[src/bpa_pkg.sv]
`default_nettype none
package bpa_pkg;

  localparam int PG_SHIFT = 12;

  typedef enum logic [1:0] {
    ST_OK      = 2'd0,
    ST_NO_FREE = 2'd1,
    ST_NOT_BSY = 2'd2,
    ST_BAD     = 2'd3
  } status_t;

  typedef enum logic {
    KIND_ALLOC = 1'b0,
    KIND_FREE  = 1'b1
  } kind_t;

  typedef struct packed {
    logic        kind;
    logic [3:0]  order;
    logic [31:0] address;
  } req_t;

  typedef struct packed {
    logic [1:0]  status;
    logic [31:0] block_address;
  } rsp_t;

  typedef enum logic [4:0] {
    S_INIT,
    S_INIT_TAIL,
    S_IDLE,
    S_CHECK,
    S_SEARCH,
    S_TAKE_RD,
    S_UNL_PN,
    S_UNL_WR,
    S_SPLIT,
    S_SPLIT_WR,
    S_MARK,
    S_FREE_RD,
    S_FREE_CHK,
    S_BUD_RD,
    S_BUD_CHK,
    S_PUT_HEAD,
    S_DONE
  } state_t;

  // controller -> datapath
  typedef struct packed {
    logic init_step;
    logic load_req;
    logic search_step;
    logic take;
    logic rd_b;
    logic unlink;
    logic split;
    logic mark_busy;
    logic free_clr;
    logic bud_rd;
    logic merge;
    logic put_head;
    logic respond;
    logic [1:0] code;
  } cmd_t;

  // datapath -> controller
  typedef struct packed {
    logic init_last;
    logic ord_bad;
    logic is_free;
    logic found;
    logic search_end;
    logic split_more;
    logic addr_bad;
    logic b_busy;
    logic ord_match;
    logic bud_ok;
  } sts_t;

endpackage
`default_nettype wire

[src/bpa_ctrl.sv]
`default_nettype none
module bpa_ctrl (
  input  wire logic          clk,
  input  wire logic          rst,
  input  wire logic          start,
  output logic               busy,
  input  wire bpa_pkg::sts_t sts,
  output bpa_pkg::cmd_t      cmd
);

  bpa_pkg::state_t state, state_next;

  always_ff @(posedge clk) begin
    if (rst) begin
      state <= bpa_pkg::S_INIT;
    end else begin
      state <= state_next;
    end
  end

  always_comb begin
    state_next = state;
    cmd = '0;
    busy = 1'b1;
    case (state)
      bpa_pkg::S_INIT: begin
        cmd.init_step = 1'b1;
        if (sts.init_last) state_next = bpa_pkg::S_IDLE;
      end
      bpa_pkg::S_IDLE: begin
        busy = 1'b0;
        if (start) begin
          cmd.load_req = 1'b1;
          state_next = bpa_pkg::S_CHECK;
        end
      end
      bpa_pkg::S_CHECK: begin
        if (sts.ord_bad) begin
          cmd.respond = 1'b1;
          cmd.code = bpa_pkg::ST_BAD;
          state_next = bpa_pkg::S_DONE;
        end else if (sts.is_free) begin
          if (sts.addr_bad) begin
            cmd.respond = 1'b1;
            cmd.code = bpa_pkg::ST_BAD;
            state_next = bpa_pkg::S_DONE;
          end else begin
            cmd.rd_b = 1'b1;
            state_next = bpa_pkg::S_FREE_RD;
          end
        end else begin
          state_next = bpa_pkg::S_SEARCH;
        end
      end
      bpa_pkg::S_SEARCH: begin
        if (sts.found) begin
          cmd.take = 1'b1;
          state_next = bpa_pkg::S_TAKE_RD;
        end else if (sts.search_end) begin
          cmd.respond = 1'b1;
          cmd.code = bpa_pkg::ST_NO_FREE;
          state_next = bpa_pkg::S_DONE;
        end else begin
          cmd.search_step = 1'b1;
        end
      end
      bpa_pkg::S_TAKE_RD: state_next = bpa_pkg::S_UNL_PN;
      bpa_pkg::S_UNL_PN: begin
        cmd.unlink = 1'b1;
        state_next = bpa_pkg::S_UNL_WR;
      end
      bpa_pkg::S_UNL_WR: begin
        if (sts.is_free) state_next = bpa_pkg::S_BUD_RD;
        else state_next = bpa_pkg::S_SPLIT;
      end
      bpa_pkg::S_SPLIT: begin
        if (sts.split_more) begin
          cmd.split = 1'b1;
          state_next = bpa_pkg::S_SPLIT_WR;
        end else begin
          state_next = bpa_pkg::S_MARK;
        end
      end
      bpa_pkg::S_SPLIT_WR: state_next = bpa_pkg::S_SPLIT;
      bpa_pkg::S_MARK: begin
        cmd.mark_busy = 1'b1;
        cmd.respond = 1'b1;
        cmd.code = bpa_pkg::ST_OK;
        state_next = bpa_pkg::S_DONE;
      end
      bpa_pkg::S_FREE_RD: state_next = bpa_pkg::S_FREE_CHK;
      bpa_pkg::S_FREE_CHK: begin
        if (!sts.b_busy) begin
          cmd.respond = 1'b1;
          cmd.code = bpa_pkg::ST_NOT_BSY;
          state_next = bpa_pkg::S_DONE;
        end else if (!sts.ord_match) begin
          cmd.respond = 1'b1;
          cmd.code = bpa_pkg::ST_BAD;
          state_next = bpa_pkg::S_DONE;
        end else begin
          cmd.free_clr = 1'b1;
          state_next = bpa_pkg::S_BUD_RD;
        end
      end
      bpa_pkg::S_BUD_RD: begin
        cmd.bud_rd = 1'b1;
        state_next = bpa_pkg::S_BUD_CHK;
      end
      bpa_pkg::S_BUD_CHK: begin
        if (sts.bud_ok) begin
          cmd.merge = 1'b1;
          state_next = bpa_pkg::S_UNL_PN;
        end else begin
          state_next = bpa_pkg::S_PUT_HEAD;
        end
      end
      bpa_pkg::S_PUT_HEAD: begin
        cmd.put_head = 1'b1;
        cmd.respond = 1'b1;
        cmd.code = bpa_pkg::ST_OK;
        state_next = bpa_pkg::S_DONE;
      end
      bpa_pkg::S_DONE: state_next = bpa_pkg::S_IDLE;
      default: state_next = bpa_pkg::S_IDLE;
    endcase
  end

`ifndef SYNTHESIS
  a_busy_idle: assert property (@(posedge clk) disable iff (rst)
    (state == bpa_pkg::S_IDLE) |-> !busy) else $error("busy in idle");
  a_resp_busy: assert property (@(posedge clk) disable iff (rst)
    cmd.respond |-> busy) else $error("response while idle");
  a_done_after: assert property (@(posedge clk) disable iff (rst)
    cmd.respond |=> (state == bpa_pkg::S_DONE)) else $error("no done");
`endif

endmodule
`default_nettype wire

[config.mk]
export PLATFORM = sky130hd
export DESIGN_NAME = bpa_ctrl
export DESIGN_NICKNAME = d
export VERILOG_FILES = /design/src/bpa_pkg.sv /design/src/bpa_ctrl.sv
export SDC_FILE = /design/constraint.sdc
export NUM_CORES = 1
export LEC_CHECK = 0
export BUFFER_PORTS_ARGS = -buffer_cell sky130_fd_sc_hd__buf_2
export CAP_MARGIN = 20
export CORE_ASPECT_RATIO = 0.7
export CORE_MARGIN = 2
export CORE_UTILIZATION = 30
export DETAILED_ROUTE_END_ITERATION = 10
export GPL_TIMING_DRIVEN = 0
export HOLD_SLACK_MARGIN = 0.02
export PLACE_DENSITY = 0.61
export SYNTH_ARGS = -nofsm -noshare
export SYNTH_HDL_FRONTEND = slang
export SYNTH_SLANG_ARGS = --single-unit
[constraint.sdc]
create_clock -name clk -period 2.35 [get_ports clk]
set_input_delay 0.705 -clock clk [delete_from_list [all_inputs] [get_ports clk]]
set_output_delay 0.705 -clock clk [all_outputs]
set_load 0.1 [all_outputs]
Word level (Yosys, flattened, before mapping)
Cells that the tools add are included.
{"block": "classes", "n_addsub": 0, "multipliers": 0, "div": 0, "magnitude_cmp": 0, "eq_ne": 17, "shift": 0, "mux": 44, "n_bitwise": 0, "reduce_logical": 3}
{"operator": "one-hot mux 5 bit (14 select lines)", "count": 1}
{"operator": "two-way mux 5 bit", "count": 9}
{"operator": "equality test 5 x 4 -> 1 bit, second input constant", "count": 8}
{"operator": "two-way mux 3 bit", "count": 8}
{"operator": "two-way mux 1 bit", "count": 22}
{"operator": "equality test 5 x 3 -> 1 bit, second input constant", "count": 4}
{"operator": "one-hot mux 3 bit (4 select lines)", "count": 1}
{"operator": "equality test 5 x 2 -> 1 bit, second input constant", "count": 2}
{"operator": "zero test 5 bit", "count": 1}
{"operator": "two-way mux 2 bit", "count": 2}
{"operator": "two-way mux 4 bit", "count": 1}
{"operator": "!= test 2 bit, second input constant", "count": 2}
{"operator": "!= test 3 bit, second input constant", "count": 1}
{"operator": "AND reduction 3 bit", "count": 1}
{"operator": "OR reduction 2 bit", "count": 1}
{"block": "word_totals", "ff_bits": 5, "latch_bits": 0, "ram_bits": 0, "mem_bits_ro": 0, "in_bits": 13, "output_inout_bits": 16, "word_cells": 65, "mem_count": 0}

Depth between registers and ports, before layout
Gate-level depths: netlist (run 1).
{"block": "depth", "depth_word": 4, "ltp_mapped": 6, "depth_no_buf": 4}

Worst setup path after synthesis (run 1)
OpenSTA, ideal clock, no wires.
{"block": "synth_path", "path_type": "register -> output", "from": "reg state[3]", "to": "out cmd[0] (netlist name)", "arrival_ns": 3.142, "required_ns": 1.645, "setup_slack_ns": -1.497, "stages_incl_launch_ff": 5, "n_path_buf": 1, "cell_sequence": "dfxtp_1 buf_1 nor2b_1 nand2_1 o21ai_0"}
{"element": "start, declared", "line_no": "bpa_ctrl.sv:11", "text": "bpa_pkg::state_t state, state_next;"}
{"element": "start signal, assigned", "line_no": "bpa_ctrl.sv:15", "text": "state <= bpa_pkg::S_INIT;"}
{"element": "start signal, assigned", "line_no": "bpa_ctrl.sv:17", "text": "state <= state_next;"}
{"element": "end, declared", "line_no": "bpa_ctrl.sv:8", "text": "output bpa_pkg::cmd_t cmd"}

==> impl_metrics.py, run 1 <==
metrics = {
    "run_status": {
        "status": "complete, but fails checks",
        "violations": "design-rule violations, negative setup slack",
    },
    "logic_synthesis": {
        "ys_seq_area_frac": 0.159,
        "yosys_warnings": 0,
        "ys_ff_latch": 5,
        "synth.distinct_cells": 38,
        "syn_avg_cell_area_um2": 7.07,
        "netlist_instances": 89,
        "syn-num-nets": 102,
        "syn-cell-area_um2": 629,
    },
    "timing": {
        "finalClockSkew_ns": 0.00306,
        "max_freq_mhz": 393,
        "setup_ws_ns": -0.195,
        "rsz0062_at_grt": "yes",
        "finalMaxSlewViolations": 0,
        "fin_crit_ns": 2.54,
        "setup_viol": 10,
        "worst_pin_slew_ns": 0.559,
        "hold_viol": 0,
        "fin_crit_sh": 1.08,
        "max_slew_margin": 0.628,
    },
    "die": {
        "top_level_ports": 29,
        "die_area_mm2": 0.00249,
        "dieHeight_um": 42.3,
        "initial_core_util": 0.328,
        "die_x_um": 58.7,
        "core_mm2": 0.00192,
        "row_count": 13,
    },
    "routing": {
        "routed-wl-met3_um": 157,
        "routed_wirelength_um": 2550,
        "wl_met1_um": 1110,
        "drt_iter0_markers": 40,
        "highest-signal-layer": "met4",
        "via_count": 883,
        "wl_per_cell_um": 16.7,
        "ant_nets": 0,
        "viasPerCell": 5.77,
        "first_pass_iters": 7,
        "drc": 3,
        "wl_met2_um": 1250,
    },
    "hold_path": {
        "worstHoldPathType": "in2reg",
        "whs_path_depth": 2,
    },
    "grt": {
        "grt_first_pass_wirelength_um": 3480,
        "antenna_found_initial": 0,
        "grt_max_degree": 11,
        "grt_pass1_vias": 743,
        "overflow": 0,
        "grt_usage": 0.181,
    },
    "layout": {
        "regArea_um2": 105,
        "top_regs": "state: 5 flops",
        "nets": 145,
        "final_util": 0.621,
        "fillers": 181,
        "antenna-diode-count": 0,
        "drive_above_1_share": 0.580,
        "largest_reg_flops": 5,
        "fin_area_mm2": 0.00119,
        "syn_to_final_growth_pct": 89.5,
        "multiInputGateArea_um2": 622,
        "largest_register": "state",
    },
    "place": {
        "gp_congestion": 0.844,
        "io_buffers": 28,
        "detailed_place_hpwl_um": 1570,
        "place_area_um2": 866,
    },
    "worst_setup_path": {
        "max_stage_delay_ns": 0.45,
        "worstPathMaxFanout": 5,
        "crit_required_ns": 1.64,
        "reg2reg_slack_ns": 0.57,
        "critPathTopFamily": "simple AND/OR/NAND/NOR gates",
        "path_buf_inv": 3,
        "critical_path.cell_chain": "buf_6 -> or3b_4 -> or4_4 -> clkinvlp_4 -> buf_12",
        "reg2regPathDepth": 6,
        "critical_path_depth": 5,
        "critical_path_class": "reg2out",
        "arrival_ns": 1.84,
        "cp-end-kind": "output pin",
        "crit_slowest_cell": "or4_4",
        "startpoint_type": "flop",
    },
    "clock_tree": {
        "hold_buffers": 0,
        "cts_buffers": 3,
        "clkLatencyLatePin_ns": 0.26,
        "cts.clk_slew.worst_paths_ns": 0.05,
        "cts_max_path_buffers": 2,
        "cts_tree": "yes",
        "cts_root_buffer": "clkbuf_4",
        "clock-sinks": 5,
        "htreeDepth": 1,
    },
    "power": {
        "p_leak_nw": 0.505,
        "peakVddDrop_v": 0.000177,
        "finalPower_mw": 0.327,
        "power_density_mw_per_mm2": 274,
    },
    "flow_run": {
        "drv_cap": 0,
    },
}
-- layer usage --
metal / vias to the layer above / GRT usage
li1: 420 / -
met1: 426 / 0.260
met2: 31 / 0.264
met3: 6 / 0.0494
met4: 0 / 0.0409
met5: - / 0
-- final cells by class --
type                            instances  area share
Buffer                                  6      0.0367
Clock buffer                            4      0.0220
Inverter                                3      0.0126
Multi-Input combinational cell         74       0.522
Sequential cell                         5      0.0881
Tap cell                               22      0.0231
Timing Repair Buffer                   39       0.296
-- synthesized netlist by cell type, drive strengths merged --
| cell type | number | area, um2 |
|---|---|---|
| nand3 | 1 | 5.00 |
| inv | 3 | 11.3 |
| xnor2 | 1 | 8.76 |
| o41a | 1 | 12.5 |
| and4b | 1 | 10.0 |
| and3b | 3 | 26.3 |
| a41oi | 3 | 26.3 |
| or3b | 1 | 11.3 |
| nor3b | 3 | 22.5 |
| nor2 | 7 | 26.3 |
| buf | 4 | 27.5 |
| o21a | 2 | 15.0 |
| nor3 | 4 | 20.0 |
| o311a | 1 | 10.0 |
| nand3b | 1 | 7.51 |
| a211o | 1 | 8.76 |
| o311ai | 1 | 8.76 |
| nand2b | 4 | 25.0 |
| o211ai | 2 | 15.0 |
| o2111ai | 1 | 8.76 |
| o21ai | 4 | 20.0 |
| and3 | 4 | 25.0 |
| clkbuf | 3 | 11.3 |
| nor2b | 3 | 18.8 |
| mux2i | 2 | 20.0 |
| o31ai | 1 | 7.51 |
| and2 | 2 | 12.5 |
| nand2 | 10 | 37.5 |
| a32oi | 1 | 8.76 |
| nand4b | 1 | 8.76 |
| or4 | 2 | 18.8 |
| a31o | 1 | 8.76 |
| a21oi | 5 | 25.0 |
| dfxtp | 5 | 100 |
-- cell usage in the layout (no fill, tap or decap), types with 2 or more instances in the layout --
| cell | synthesis | layout |
|---|---|---|
| buf_2 | 1 | 15 |
| buf_4 | 1 | 13 |
| buf_6 | 1 | 8 |
| nand2_1 | 10 | 7 |
| buf_12 | 0 | 6 |
| nand2b_1 | 4 | 4 |
| nor2_1 | 7 | 4 |
| a21oi_1 | 5 | 4 |
| dfxtp_2 | 0 | 4 |
| and3b_1 | 3 | 3 |
| o21ai_0 | 4 | 3 |
| clkbuf_4 | 0 | 3 |
| nand2_4 | 0 | 2 |
| nor2_4 | 0 | 2 |
| clkbuf_2 | 0 | 2 |
| and3_1 | 4 | 2 |
| clkbuf_1 | 3 | 2 |
| inv_1 | 3 | 2 |
| nor3_4 | 0 | 2 |
| nor2b_1 | 3 | 2 |
| and3_2 | 0 | 2 |
| nor3_1 | 4 | 2 |
| o211ai_1 | 2 | 2 |
| a41oi_1 | 3 | 2 |
| mux2i_1 | 2 | 2 |
| o21a_1 | 2 | 2 |
-- worst paths after layout --
check,start,endpoint
setup / recovery,state[2],cmd[10]
hold / removal,rst,state[2]
setup reg to reg,state[2],state[0]
hold reg to reg,state[4],state[1]
-- cells by family after synthesis --
logic type / count (synthesis) / share of synthesized area
flops: 5 / 0.159
compound gates: 24 / 0.278
buf+inv: 10 / 0.0795
xor+xnor: 1 / 0.0139
mux: 2 / 0.0318
simple gates: 47 / 0.437
-- through the flow --
stage / setup slack [ns] / setup TNS [ns] / hold slack (ns) / cells
after global placement: -0.400 / -2.29 / 0.613 / 139
after global routing: -0.237 / -1.29 / 0.669 / 153
after CTS: -0.176 / -1.04 / 0.685 / 148
final: -0.195 / -0.568 / 0.674 / 153
after detailed placement: -0.373 / -2.15 / 0.613 / 139
after floorplan: -0.0693 / -0.175 / 0.582 / 89
-- power by group --
part / internal, mW / total [mW] / switching [mW]
registers: 0.0872 / 0.0887 / 0.00148
clock network: 0.0649 / 0.112 / 0.0469
logic: 0.0438 / 0.127 / 0.0828
-- timing repair --
| action | in CTS | in global routing |
|---|---|---|
| gates resized for setup | 34 | 29 |
| gates cloned | 0 | 1 |
| endpoints found under the setup margin | 15 | 14 |
| endpoints found under the hold margin | 0 | 0 |
| pin swaps | 2 | 7 |
| setup buffers | 5 | 5 |
Power figures use the tool's default switching activity.
==> run 2: changes to the inputs <==
==> constraint.sdc (replaced) <==
create_clock -name clk -period 2.4 [get_ports clk]
set_input_delay 0.72 -clock clk [delete_from_list [all_inputs] [get_ports clk]]
set_output_delay 0.72 -clock clk [all_outputs]
set_load 0.1 [all_outputs]
==> impl_metrics.py, run 2 (same netlist as run 1, synthesis figures left out) <==
metrics = {
    "run_status": {
        "status": "complete, but fails checks",
        "violations": "design-rule violations, negative setup slack",
    },
    "worst_setup_path": {
        "arrival_ns": 1.76,
        "worstPathMaxFanout": 2,
        "cp-end-kind": "output pin",
        "crit_required_ns": 1.68,
        "r2r_start": "state[2]",
        "critical_path_class": "in2out",
        "crit_start": "sts[3]",
        "startpoint_type": "input port",
    },
    "timing": {
        "setup_ws_ns": -0.0831,
        "fin_crit_sh": 1.03,
        "finalClockSkew_ns": 0.00662,
        "max_slew_margin": 0.649,
        "setup_viol": 5,
        "timing.hold.ws_ns": 0.696,
        "rsz0062_at_grt": "yes",
        "max_freq_mhz": 403,
        "finalMaxSlewViolations": 0,
        "fin_crit_ns": 2.48,
        "hold_viol": 0,
        "worst_pin_slew_ns": 0.525,
        "tns_ns": -0.154,
    },
    "grt": {
        "grt_pass1_vias": 790,
        "grt_first_pass_wirelength_um": 3600,
        "grt_usage": 0.185,
        "overflow": 0,
        "antenna_found_initial": 0,
        "grt_max_degree": 11,
    },
    "power": {
        "p_sw_mw": 0.112,
        "seq_power_share": 0.296,
        "peakVddDrop_v": 0.000278,
        "sw_frac_of_total": 0.374,
        "comb_power_share": 0.380,
        "internal_power_mw": 0.187,
        "p_leak_nw": 0.474,
        "finalPower_mw": 0.298,
        "clockPowerShare": 0.324,
        "power_density_mw_per_mm2": 273,
    },
    "die": {
        "dieHeight_um": 42.3,
        "core_mm2": 0.00192,
        "row_count": 13,
        "top_level_ports": 29,
        "die_area_mm2": 0.00249,
        "die_x_um": 58.7,
        "initial_core_util": 0.328,
    },
    "clock_tree": {
        "cts_root_buffer": "clkbuf_4",
        "cts_max_path_buffers": 2,
        "cts_buffers": 3,
        "cts.clk_slew.worst_paths_ns": 0.05,
        "htreeDepth": 1,
        "clock-sinks": 5,
        "cts_tree": "yes",
        "clkLatencyLatePin_ns": 0.24,
    },
    "layout": {
        "layout_commonest_cell": "buf_4",
        "final_cell_mix": "buf_4 (18), buf_2 (14), nand2_1 (9)",
        "regArea_um2": 110,
        "nets": 143,
        "fillers": 183,
        "antenna-diode-count": 0,
        "fin_cells": 151,
        "multiInputGateArea_um2": 554,
        "drive_above_1_share": 0.535,
        "largest_register": "state",
        "top_regs": "state: 5 flops",
        "largest_reg_flops": 5,
        "syn_to_final_growth_pct": 73.4,
    },
    "routing": {
        "first_pass_iters": 7,
        "routed_wirelength_um": 2380,
        "ant_nets": 0,
        "wl_per_cell_um": 15.8,
        "viasPerCell": 5.62,
        "via_count": 849,
        "drc": 3,
        "drt_iter0_markers": 42,
    },
    "place": {
        "place_ws_ns": -0.282,
        "detailed_place_hpwl_um": 1630,
        "gp_congestion": 0.851,
        "io_buffers": 28,
        "placedCellCount": 139,
    },
    "flow_run": {
        "drv_cap": 0,
    },
    "hold_path": {
        "min_from": "rst",
        "worstHoldPathType": "in2reg",
    },
}
## run 2: cell type report
class / instances / share of cell area
well taps: 22 / 0.0252
multi-input cells: 74 / 0.508
clock buffers: 4 / 0.0241
flip-flops and latches: 5 / 0.101
repair buffers: 39 / 0.307
inverters: 3 / 0.0138
plain buffers: 4 / 0.0206
## run 2: path summary, 6_finish.rpt
check / slack, ns / end / cells past startpoint
worst min register to register: 0.72 / state[1] / 2
worst min-delay path: 0.70 / state[4] / 2
worst max-delay path: -0.08 / cmd[10] / 5
worst max register to register: 0.60 / state[0] / 6
## run 2: through the flow
step           area (um2)  utilization
2_1_floorplan         674            -
3_3_place_gp          842        0.439
3_5_place_dp          842        0.439
4_1_cts              1030        0.535
5_1_grt              1090        0.568
6_report             1090        0.568
## run 2: worst max-delay path, cell delays in order
cell,delay [ns]
buf_2,0.10
nand2b_4,0.12
or4_4,0.53
clkinvlp_4,0.11
buf_12,0.17
## run 2: power groups by stage
stage | Clock (mW) | Combinational, mW | Sequential (mW)
floorplan | 0 | 0.0730 | 0.0877
global placement | 0 | 0.101 | 0.0879
detailed placement | 0 | 0.102 | 0.0879
CTS | 0.101 | 0.114 | 0.0869
global route | 0.105 | 0.120 | 0.0883
finish | 0.0967 | 0.113 | 0.0883
## run 2: metal layers
metal,vias to the layer above,part of all wire,track usage
met5,-,0,0
met4,0,0.0059,0
met3,2,0.082,0.0556
met2,41,0.45,0.293
met1,392,0.46,0.261
li1,414,-,-
## run 2: what timing repair did
item,4_1_cts,5_1_grt
resized for setup,33,17
endpoints found under the setup margin,15,11
hold buffers,0,0
buffers inserted,7,4
endpoints found under the hold margin,0,0
pin swaps,2,1
==> run 3: changes to the inputs <==
--- a/config.mk
+++ b/config.mk
@@ -7,13 +7,12 @@
 export LEC_CHECK = 0
 export BUFFER_PORTS_ARGS = -buffer_cell sky130_fd_sc_hd__buf_2
 export CAP_MARGIN = 20
-export CORE_ASPECT_RATIO = 0.7
 export CORE_MARGIN = 2
-export CORE_UTILIZATION = 30
+export CORE_UTILIZATION = 45
 export DETAILED_ROUTE_END_ITERATION = 10
-export GPL_TIMING_DRIVEN = 0
+export GPL_TIMING_DRIVEN = 1
 export HOLD_SLACK_MARGIN = 0.02
-export PLACE_DENSITY = 0.61
+export PLACE_DENSITY = 0.83
 export SYNTH_ARGS = -nofsm -noshare
 export SYNTH_HDL_FRONTEND = slang
 export SYNTH_SLANG_ARGS = --single-unit
==> impl_metrics.py, run 3 (same netlist as run 1, synthesis figures left out) <==
metrics = {
    "timing": {
        "setup_ws_ns": -0.123,
        "setup_viol": 3,
        "timing.hold.ws_ns": 0.662,
        "finalClockSkew_ns": 0.00437,
        "hold_viol": 0,
        "fin_crit_ns": 2.52,
        "max_freq_mhz": 396,
        "fin_crit_sh": 1.05,
        "finalMaxSlewViolations": 0,
        "max_slew_margin": 0.680,
        "worst_pin_slew_ns": 0.483,
        "rsz0062_at_grt": "yes",
    },
    "die": {
        "die_area_mm2": 0.00171,
        "top_level_ports": 29,
        "dieHeight_um": 41.4,
        "initial_core_util": 0.484,
        "row_count": 13,
        "die_x_um": 41.4,
        "core_mm2": 0.00130,
    },
    "grt": {
        "overflow": 0,
        "grt_max_degree": 19,
        "grt_first_pass_wirelength_um": 3650,
        "grt_pass1_vias": 775,
        "grt_usage": 0.331,
        "antenna_found_initial": 0,
    },
    "routing": {
        "wl_per_cell_um": 18.3,
        "first_pass_iters": 4,
        "drc": 0,
        "routed_wirelength_um": 2610,
        "viasPerCell": 6.14,
        "ant_nets": 0,
        "via_count": 878,
        "drt_iter0_markers": 38,
    },
    "layout": {
        "largest_register": "state",
        "syn_to_final_growth_pct": 87.9,
        "largest_reg_flops": 5,
        "top_regs": "state: 5 flops",
        "drive_above_1_share": 0.492,
        "fin_area_mm2": 0.00118,
        "layout_commonest_cell": "buf_12",
        "final_cell_mix": "buf_12 (15), buf_4 (13), buf_2 (12)",
        "antenna-diode-count": 0,
        "nets": 142,
    },
    "hold_path": {
        "worstHoldPathType": "reg2reg",
        "min_from": "state[3]",
        "min_to": "state[4]",
        "whs_path_depth": 2,
    },
    "clock_tree": {
        "cts_buffers": 3,
        "clkLatencyLatePin_ns": 0.24,
        "htreeDepth": 1,
        "cts_max_path_buffers": 2,
        "cts_root_buffer": "clkbuf_4",
        "cts_tree": "yes",
        "clock-sinks": 5,
        "cts.clk_slew.worst_paths_ns": 0.05,
    },
    "worst_setup_path": {
        "cp-end-kind": "output pin",
        "startpoint_type": "input port",
        "reg2reg_slack_ns": 0.60,
        "r2r_start": "state[4]",
        "reg2regPathDepth": 6,
        "crit_required_ns": 1.68,
        "reg2reg_to": "state[3]",
        "worstPathMaxFanout": 2,
        "critical_path_class": "in2out",
        "arrival_ns": 1.80,
    },
    "place": {
        "place_ws_ns": -0.0166,
        "detailed_place_hpwl_um": 1790,
        "gp_congestion": 0.980,
        "place_area_mm2": 0.00111,
        "io_buffers": 28,
    },
    "run_status": {
        "status": "complete, but fails checks",
        "violations": "negative setup slack",
    },
    "power": {
        "power_density_mw_per_mm2": 262,
        "peakVddDrop_v": 0.000261,
        "p_leak_nw": 0.496,
    },
    "flow_run": {
        "drv_cap": 0,
    },
}
[run 3: changes by cell type in the layout (fill, tap and decap cells not counted), moves of 2 or more]
cell / before / now
dfxtp_4: 2 / 0
dfxtp_1: 1 / 5
buf_4: 18 / 13
buf_12: 5 / 15
clkbuf_2: 3 / 0
dfxtp_2: 2 / 0
buf_2: 14 / 12
[run 3: cell type report]
| cell class | count | area (um2) |
|---|---|---|
| clock buffer | 4 | 26.3 |
| fill | 61 | 119 |
| inverter | 3 | 15.0 |
| multi-input combinational | 74 | 542 |
| sequential | 5 | 100 |
| tap | 15 | 18.8 |
| timing repair buffer | 42 | 480 |
[run 3: how the worst max path moves through the flow]
stage	cells after the start	start	to
3_3_place_gp	5	sts[3]	cmd[10]
2_1_floorplan	4	state[3]	cmd[0]
3_5_place_dp	5	sts[3]	cmd[10]
5_1_grt	6	state[1]	cmd[0]
6_report	5	sts[3]	cmd[10]
4_1_cts	5	sts[3]	cmd[10]
[run 3: worst max-delay path, stage by stage]
cell        delay (ns)
buf_6             0.10
nand2b_4          0.14
or4_4             0.54
clkinvlp_4        0.13
buf_12            0.17
[run 3: per-layer routing]
layer	GRT usage	share of wire	up-vias	routed length (um)
li1	-	-	409	-
met5	0	0	-	0
met1	0.386	0.39	401	1010
met2	0.555	0.51	58	1330
met3	0.0798	0.074	10	194
met4	0.177	0.031	0	80
[run 3: metrics by stage]
step	setup TNS, ns	power, mW	instances	utilization
final	-0.248	0.309	143	0.909
after global routing	-0.432	0.321	143	0.909
after CTS	-0.186	0.303	141	0.889
after detailed placement	-0.0166	0.202	137	0.850
after global placement	0	0.198	137	0.850
after floorplan	-0.520	0.161	89	-
[run 3: where the power goes]
part           internal [mW]  total (mW)  switching (mW)  leakage, nW
combinational         0.0443       0.124          0.0794        0.441
clock                 0.0630      0.0993          0.0363       0.0150
sequential            0.0852      0.0863         0.00112       0.0406
total                  0.192       0.309           0.117        0.496
[run 3: repair_timing]
item	4_1_cts	5_1_grt
setup buffers	0	2
setup endpoints to repair	5	7
pin swaps	2	0
hold buffers	0	0
endpoints found under the hold margin	0	0
resized for setup	5	2
